--- src/hw/rtl/m4i_pkg.sv ---
// Shared constants and control types for the 4x4 matrix inverse block.
`default_nettype none
package m4i_pkg;

    // Default element format, signed Q16.16.
    localparam int ELEM_WIDTH_DEF = 32;
    localparam int FRAC_BITS_DEF  = 16;

    // Rows, columns and cofactor lanes of the matrix.
    localparam int DIM = 4;

    // Sequencer states of the top level.
    typedef enum logic [4:0] {
        S_LOAD = 5'b00001,
        S_COF  = 5'b00010,
        S_DET  = 5'b00100,
        S_DIV  = 5'b01000,
        S_HOLD = 5'b10000
    } t_state;

    // Command from the sequencer to every lane.
    typedef struct packed {
        logic       start_cof;
        logic       start_div;
        logic [1:0] idx;
    } t_lane_cmd;

    // Status from a lane back to the sequencer.
    typedef struct packed {
        logic busy;
        logic done;
    } t_lane_sts;

endpackage
`default_nettype wire

--- src/hw/rtl/m4i_merge.sv ---
// Merging stage: determinant accumulation, sign and saturation, and the output register.
`default_nettype none
module m4i_merge
    import m4i_pkg::*;
#(
    parameter int ELEM_WIDTH = ELEM_WIDTH_DEF,
    localparam int E    = ELEM_WIDTH,
    localparam int CW   = 3 * E + 2,
    localparam int DETW = 4 * E + 2
) (
    input  wire logic                       i_clk,
    input  wire logic                       i_rst_n,
    input  wire logic                       i_det_start,
    input  wire logic [DIM-1:0][E-1:0]      i_col0,
    input  wire logic [DIM-1:0][CW-1:0]     i_cof0,
    output logic                            o_det_done,
    output logic [DETW-1:0]                 o_det,
    input  wire logic                       i_load,
    input  wire logic                       i_last,
    input  wire logic [DIM-1:0][E:0]        i_q,
    input  wire logic [DIM-1:0]             i_neg,
    input  wire logic [DIM-1:0]             i_ovf,
    output logic                            o_valid,
    input  wire logic                       i_stall,
    output logic [DIM-1:0][E-1:0]           o_elem,
    output logic                            o_row_last,
    output logic                            o_singular
);

    localparam int BW = $clog2(E);

    typedef enum logic [2:0] {
        D_IDLE = 3'b001,
        D_LOAD = 3'b010,
        D_STEP = 3'b100
    } t_dstate;

    t_dstate          r_st;
    logic [1:0]       r_j;
    logic [BW-1:0]    r_bit;
    logic [DETW-1:0]  r_mc;
    logic [E-1:0]     r_mp;
    logic [DETW-1:0]  r_det;
    logic             r_done;
    logic             r_valid;
    logic [DIM-1:0][E-1:0] r_elem;
    logic             r_last;
    logic             r_sing;

    // Determinant by expansion down the first column, one multiplier bit a cycle.
    logic            w_last_bit;
    logic [DETW-1:0] w_addend;
    logic [DETW-1:0] w_sum;
    logic [CW-1:0]   w_cof;

    assign w_last_bit = (r_bit == BW'(E - 1));
    assign w_addend   = r_mp[0] ? (w_last_bit ? ~r_mc : r_mc) : '0;
    assign w_sum      = r_det + w_addend + DETW'(r_mp[0] & w_last_bit);
    assign w_cof      = i_cof0[r_j];

    always_ff @(posedge i_clk) begin
        if (!i_rst_n) begin
            r_st   <= D_IDLE;
            r_done <= 1'b0;
        end else begin
            r_done <= 1'b0;
            unique case (r_st)
                D_IDLE: begin
                    if (i_det_start) begin
                        r_st <= D_LOAD;
                    end
                end
                D_LOAD: begin
                    r_st <= D_STEP;
                end
                D_STEP: begin
                    if (w_last_bit) begin
                        if (r_j == 2'd3) begin
                            r_st   <= D_IDLE;
                            r_done <= 1'b1;
                        end else begin
                            r_st <= D_LOAD;
                        end
                    end
                end
                default: begin
                    r_st <= D_IDLE;
                end
            endcase
        end
    end

    always_ff @(posedge i_clk) begin
        unique case (r_st)
            D_IDLE: begin
                r_j <= 2'd0;
                if (i_det_start) begin
                    r_det <= '0;
                end
            end
            D_LOAD: begin
                r_mc  <= {{(DETW - CW){w_cof[CW-1]}}, w_cof};
                r_mp  <= i_col0[r_j];
                r_bit <= '0;
            end
            D_STEP: begin
                r_det <= w_sum;
                r_mc  <= r_mc << 1;
                r_mp  <= r_mp >> 1;
                r_bit <= r_bit + BW'(1);
                if (w_last_bit) begin
                    r_j <= r_j + 2'd1;
                end
            end
            default: begin
                r_j <= 2'd0;
            end
        endcase
    end

    // Sign, saturation and the zero case for one result row.
    logic                  w_sing;
    logic [DIM-1:0][E-1:0] w_elem;

    assign w_sing = (r_det == '0);

    always_comb begin
        logic [E:0] lim;
        logic [E:0] v;
        logic [E:0] s;
        for (int k = 0; k < DIM; k++) begin
            lim = ((E + 1)'(1) << (E - 1)) - (E + 1)'(!i_neg[k]);
            v   = (i_ovf[k] || (i_q[k] > lim)) ? lim : i_q[k];
            s   = i_neg[k] ? (~v + (E + 1)'(1)) : v;
            w_elem[k] = w_sing ? '0 : s[E-1:0];
        end
    end

    // Output register; a held beat stays until taken.
    always_ff @(posedge i_clk) begin
        if (!i_rst_n) begin
            r_valid <= 1'b0;
        end else if (i_load) begin
            r_valid <= 1'b1;
        end else if (!i_stall) begin
            r_valid <= 1'b0;
        end
    end

    always_ff @(posedge i_clk) begin
        if (i_load) begin
            r_elem <= w_elem;
            r_last <= i_last;
            r_sing <= w_sing;
        end
    end

    assign o_det_done = r_done;
    assign o_det      = r_det;
    assign o_valid    = r_valid;
    assign o_elem     = r_elem;
    assign o_row_last = r_last;
    assign o_singular = r_sing;

endmodule
`default_nettype wire
--- config.mk ---
export PLATFORM = sky130hd
export DESIGN_NAME = m4i_merge
export DESIGN_NICKNAME = d
export VERILOG_FILES = /design/src/hw/rtl/m4i_pkg.sv /design/src/hw/rtl/m4i_merge.sv
export SDC_FILE = /design/constraint.sdc
export NUM_CORES = 2
export LEC_CHECK = 0
export BUFFER_PORTS_ARGS = -buffer_cell sky130_fd_sc_hd__buf_2
export CELL_PAD_IN_SITES_DETAIL_PLACEMENT = 0
export CELL_PAD_IN_SITES_GLOBAL_PLACEMENT = 1
export CORE_MARGIN = 2
export CORE_UTILIZATION = 29
export CTS_CLUSTER_DIAMETER = 50
export DETAILED_ROUTE_END_ITERATION = 8
export GPL_TIMING_DRIVEN = 0
export HOLD_SLACK_MARGIN = 0.03
export PLACE_DENSITY = 0.71
export SYNTH_ARGS = -nofsm -noshare
export SYNTH_HDL_FRONTEND = slang
export SYNTH_SLANG_ARGS = --single-unit
--- constraint.sdc ---
create_clock -name i_clk -period 12.8 [get_ports i_clk]
set_input_delay 2.56 -clock i_clk [delete_from_list [all_inputs] [get_ports i_clk]]
set_output_delay 2.56 -clock i_clk [all_outputs]
set_load 0.005 [all_outputs]
== Word level (Yosys, flattened, before mapping) ==
Index checks and enable logic that the tools add are counted.

* Register bits: 434

* Muxes and demuxes: 28
* Bitwise operators: 7
* Reduce and logical (&&, ||, !) cells: 15
* Add/subtract/negate cells: 12
* Magnitude comparators: 5
* Equal/unequal tests: 8

{| class="wikitable"
|+ Operators with widths
! cell !! count
|-
| $pmux 130 s2 || 2
|-
| $mux 130 || 3
|-
| $mux 32 || 9
|-
| $bmux 98 s2 || 1
|-
| $gt 33x33->1 || 4
|-
| $sub 32x1->33 const A || 4
|-
| $add 130x1->130 || 1
|-
| $add 130x130->130 || 1
|-
| $logic_not 130->1 || 1
|-
| $not 130->130 || 1
|-
| $add 32x1->32 const B || 4
|-
| $not 32->32 || 4
|-
| $mux 98 || 1
|-
| $bmux 32 s2 || 1
|-
| $pmux 32 s2 || 1
|-
| $pmux 5 s2 || 1
|-
| $pmux 3 s3 || 1
|-
| $mux 3 || 2
|-
| $ne 2x2->1 const B || 3
|-
| $reduce_and 2->1 || 3
|-
| $add 5x1->5 const B || 1
|-
| $eq 5x5->1 const B || 1
|-
| $logic_not 1->1 || 4
|-
| $logic_or 1x1->1 || 4
|-
| other kinds (13) || 17
|}

== Longest topological paths before layout ==
* Depth in word-level cells: 8
* Depth in mapped cells: 25
* Gate-level depth less buffers: 23

== Worst setup path after synthesis ==
OpenSTA, ideal clock, no wires.

* Kind: reg-to-reg
* Start point: register r_st[1]
* End point: register r_bit[0] (enable)
* Path buffers: 0
* Setup time: 0.749 ns
* Data arrival time: 8.588 ns
* Stages on the path, launching flop included: 3
* Setup slack: 3.462 ns
* Cell sequence: dfxtp_1 -> nand2b_1 -> a21oi_1

* Longest elaborated chain between the ends: 2
* Elaborated cells on any way between the ends: 3
* Classes of those cells: 2 x eq/ne; 1 x reduce/logical

{| class="wikitable"
|+ RTL lines
! what !! RTL line !! text
|-
| from (decl) || m4i_merge.sv:38 || <nowiki>t_dstate r_st;</nowiki>
|-
| from (signal assigned) || m4i_merge.sv:63 || <nowiki>r_st <= D_IDLE;</nowiki>
|-
| from (signal assigned) || m4i_merge.sv:70 || <nowiki>r_st <= D_LOAD;</nowiki>
|-
| from (signal assigned) || m4i_merge.sv:74 || <nowiki>r_st <= D_STEP;</nowiki>
|-
| $eq 3x3->1 / $eq 3x2->1 (equally long branches) || m4i_merge.sv:94 || <nowiki>unique case (r_st)</nowiki>
|-
| $reduce_bool 2->1 (no source line) * || n/a ||
|-
| to (signal assigned) || m4i_merge.sv:110 || <nowiki>r_bit <= r_bit + BW'(1);</nowiki>
|-
| to (decl) || m4i_merge.sv:40 || <nowiki>logic [BW-1:0] r_bit;</nowiki>
|}

Every way passes the cells marked *; elsewhere a longest branch is shown, timed or not.
A chain may end at the register's enable or synchronous reset.

== Worst setup path in the final report ==
* Start point: input i_neg[2]
* End point: register r_elem (netlist bit o_elem[88]), data pin

* Longest elaborated chain between the ends: 8

{| class="wikitable"
|+ RTL lines
! what !! RTL line !! text
|-
| from (decl) || m4i_merge.sv:21 || <nowiki>input wire logic [DIM-1:0] i_neg,</nowiki>
|-
| $logic_not 1->1 || m4i_merge.sv:132 || <nowiki>lim = ((E + 1)'(1) << (E - 1)) - (E + 1)'(!i_neg[k]);</nowiki>
|-
| $sub 32x1->33 || m4i_merge.sv:132 ||
|-
| $gt 33x33->1 || m4i_merge.sv:133 || <nowiki>v = (i_ovf[k] || (i_q[k] > lim)) ? lim : i_q[k];</nowiki>
|-
| $logic_or 1x1->1 || m4i_merge.sv:133 ||
|-
| $mux 32 || m4i_merge.sv:133 ||
|-
| $not 32->32 || m4i_merge.sv:134 || <nowiki>s = i_neg[k] ? (~v + (E + 1)'(1)) : v;</nowiki>
|-
| $add 32x1->32 || m4i_merge.sv:134 ||
|-
| $mux 32 * || m4i_merge.sv:134 ||
|-
| to (signal assigned) || m4i_merge.sv:152 || <nowiki>r_elem <= w_elem;</nowiki>
|-
| to (decl) || m4i_merge.sv:46 || <nowiki>logic [DIM-1:0][E-1:0] r_elem;</nowiki>
|}

Marks and branches as above.

==> results_dict.tcl <==
set metrics [dict create \
    io_buffers 927 \
    setup_viol 0 \
    status "finished, final reports clean" \
    startpoint_type "primary input" \
    yosysSeqAreaShare_pct 35.07 \
    final_layout_size_suffix_gt1_share_pct 24.80 \
    hold_buffers 0 \
    fin_crit_ns 10.26 \
    tightest_slew_ns 1.360 \
    cts-resized-gates 0 \
    initial_utilization_pct 29.11 \
    worstSetupPathType "primary input to flip-flop" \
    drc 0 \
    synthCells 4061 \
    ant_nets 0 \
    layout.cells.non_filler 6830 \
    routedWlPerCell_um 24.44 \
    cts_sinks 434 \
    synth_async_sr_flop_share_pct 0 \
    fmaxAchievable_mhz 97.49 \
    htree_levels 3 \
    die_area_mm2 0.1305 \
    rows 131 \
    pin_count 928 \
    vias 36560 \
    grt_overflow 0 \
    crit_path_end_kind "flip-flop" \
    syn-num-nets 4992 \
    gp_congestion 0.9478 \
    slew_headroom_pct 9.336 \
    maxCapViolations 0 \
    clk_latency_ns 0.66 \
    p_leak_uw 0.01954 \
    pre_cts_ws_ns 2.202 \
    path_clk_slew_ns 0.06 \
    tns_ns 0 \
    routed_wl_um 167000 \
    holdWs_ns 0.4934 \
    cts_tree "done" \
    slew_violations 0 \
    grt_antenna_before_repair 60 \
    ys.flop_type "edfxtp_1" \
    crit_fanout 31 \
    drt_iter0_drc 3005 \
    r2r_cells 22 \
    numCtsBuffers 78 \
    hold_path_class "flip-flop to flip-flop" \
    pwr_density_cell_mw_per_mm2 102.0 \
    finClkSkew_ns 0.04621 \
    mostFrequentLayoutCells "buf_2, nand2_1, edfxtp_1, nor2_1, a21oi_1" \
    first_pass_iters 5 \
    final_common_cell "buf_2" \
    grt_pass1_wl_um 239900 \
    grt_max_degree 90 \
    synth_edf_count 429 \
    rsz0062_at_grt "no" \
    ir_worst_vdd_v 0.0001140 \
    final_nets 6008 \
    avgSynthCellArea_um2 9.117 \
    yosys_register_bits 434 \
    post_cts_buffers 0 \
    cp.arrival_ns 10.67 \
    hpwl_um 136600 \
    fin_crit_sh_pct 80.13 \
    hold_viol 0 \
    required_ns 13.21 \
    final_util_pct 36.71 \
    core_area_mm2 0.1272 \
    syn_area_mm2 0.03702 \
    grtUsageTotal_pct 24.70 \
    ys_warn_count 0 \
    die_width_um 361.3 \
    viasPerCell 5.353 \
    setup_slack_ns 2.543 \
    area_growth_pct 26.10 \
    grt_pass1_vias 35950 \
    die_y_um 361.3 \
    hold_depth 2 \
    cts_buffer_depth 3 \
    placed_cells_incl_taps 6659 \
    clockRootBuffer "clkbuf_16" \
    synth.distinct_cells 83 \
]
[critical path, stage by stage]
cell      delay (ns)
buf_2           0.52
clkbuf_1        0.44
inv_1           0.31
clkbuf_1        0.35
clkbuf_1        0.33
ha_1            0.37
nand4b_1        0.17
nor4_1          0.43
nand2_1         0.13
o221ai_1        0.21
a21oi_1         0.06
a21oi_1         0.68
inv_2           0.28
clkbuf_1        0.37
a21oi_1         0.51
ha_1            0.35
nand2_1         0.11
or3_1           0.34
or3_1           0.39
nor3_1          0.37
nand3_1         0.30
o22ai_1         0.43
a311oi_1        0.16
a311oi_1        0.45
[per-layer routing]
layer / share of wire, % / vias to the layer above / track usage [%]
li1: - / 17170 / -
met3: 6.4 / 303 / 4.515
met4: 4.0 / 46 / 9.363
met2: 47 / 1287 / 41.38
met5: 0.17 / - / 0
met1: 42 / 17750 / 31.56
[worst paths after layout]
path,start,endpoint,slack [ns]
worst max-delay path,i_neg[2],o_elem[88],2.54
worst min-delay path,r_mp[30],r_mp[29],0.49
worst max register to register,r_bit[0],o_det[127],4.82
worst min register to register,r_mp[30],r_mp[29],0.49
[synth_stat cells (37+ instances only)]
master,count,area (um2)
nor4_1,64,400.4
nand2_1,624,2342
xor2_1,193,1690
clkbuf_1,216,810.8
nand3_1,37,185.2
nor3_1,88,440.4
xnor2_1,71,621.9
a21oi_1,335,1677
and2_1,154,963.4
o21ai_0,215,1076
mux4_2,130,2928
nor2_1,372,1396
nand4_1,107,669.4
edfxtp_1,429,12880
inv_1,66,247.7
a21o_1,159,1194
ha_1,263,3291
o21bai_1,46,345.3
[cells by family (layout without fill, tap and decap cells)]
logic type	after synthesis	in the layout	share of synthesized area (%)
xor gates and xnor gates	264	264	6.245
muxes	171	171	9.101
AOI/OAI and AO/OA	1027	1027	17.53
buffers and inverters	316	1397	3.221
DFF	434	434	35.07
adders and majority gates	265	265	8.996
and+or+nand+nor	1584	1584	19.84
other	0	26	0
[report_power, final]
group	internal [uW]	switching (uW)
clock	1240	861
combinational	384	560
sequential	1650	63.9
total	3280	1480
[flip-flops by register name (all words and copies together) (netlist names)]
name        flops
r_bit           5
r_mp           32
o_det_done      1
r_st            3
r_mc          130
o_row_last      1
r_j             2
o_elem        128
o_singular      1
o_valid         1
o_det         130
[stage by stage]
step / area, um2 / total power, uW
6_report: 46690 / 4760
5_1_grt: 46660 / 4942
4_1_cts: 46620 / 4793
3_5_place_dp: 43990 / 2682
3_3_place_gp: 43740 / 2682
2_1_floorplan: 37020 / 2235
[cell type report]
| cell class | count | area [um2] |
|---|---|---|
| flip-flops and latches | 434 | 12980 |
| diodes | 26 | 65.06 |
| fillers | 13190 | 80510 |
| multi-input cells | 3311 | 22870 |
| repair buffers | 936 | 4863 |
| well taps | 1662 | 2079 |
| clock buffers | 83 | 1971 |
| inverters | 67 | 251.5 |
| plain buffers | 249 | 944.7 |
| clock inverters | 62 | 655.6 |
Power figures use the tool's default switching activity.
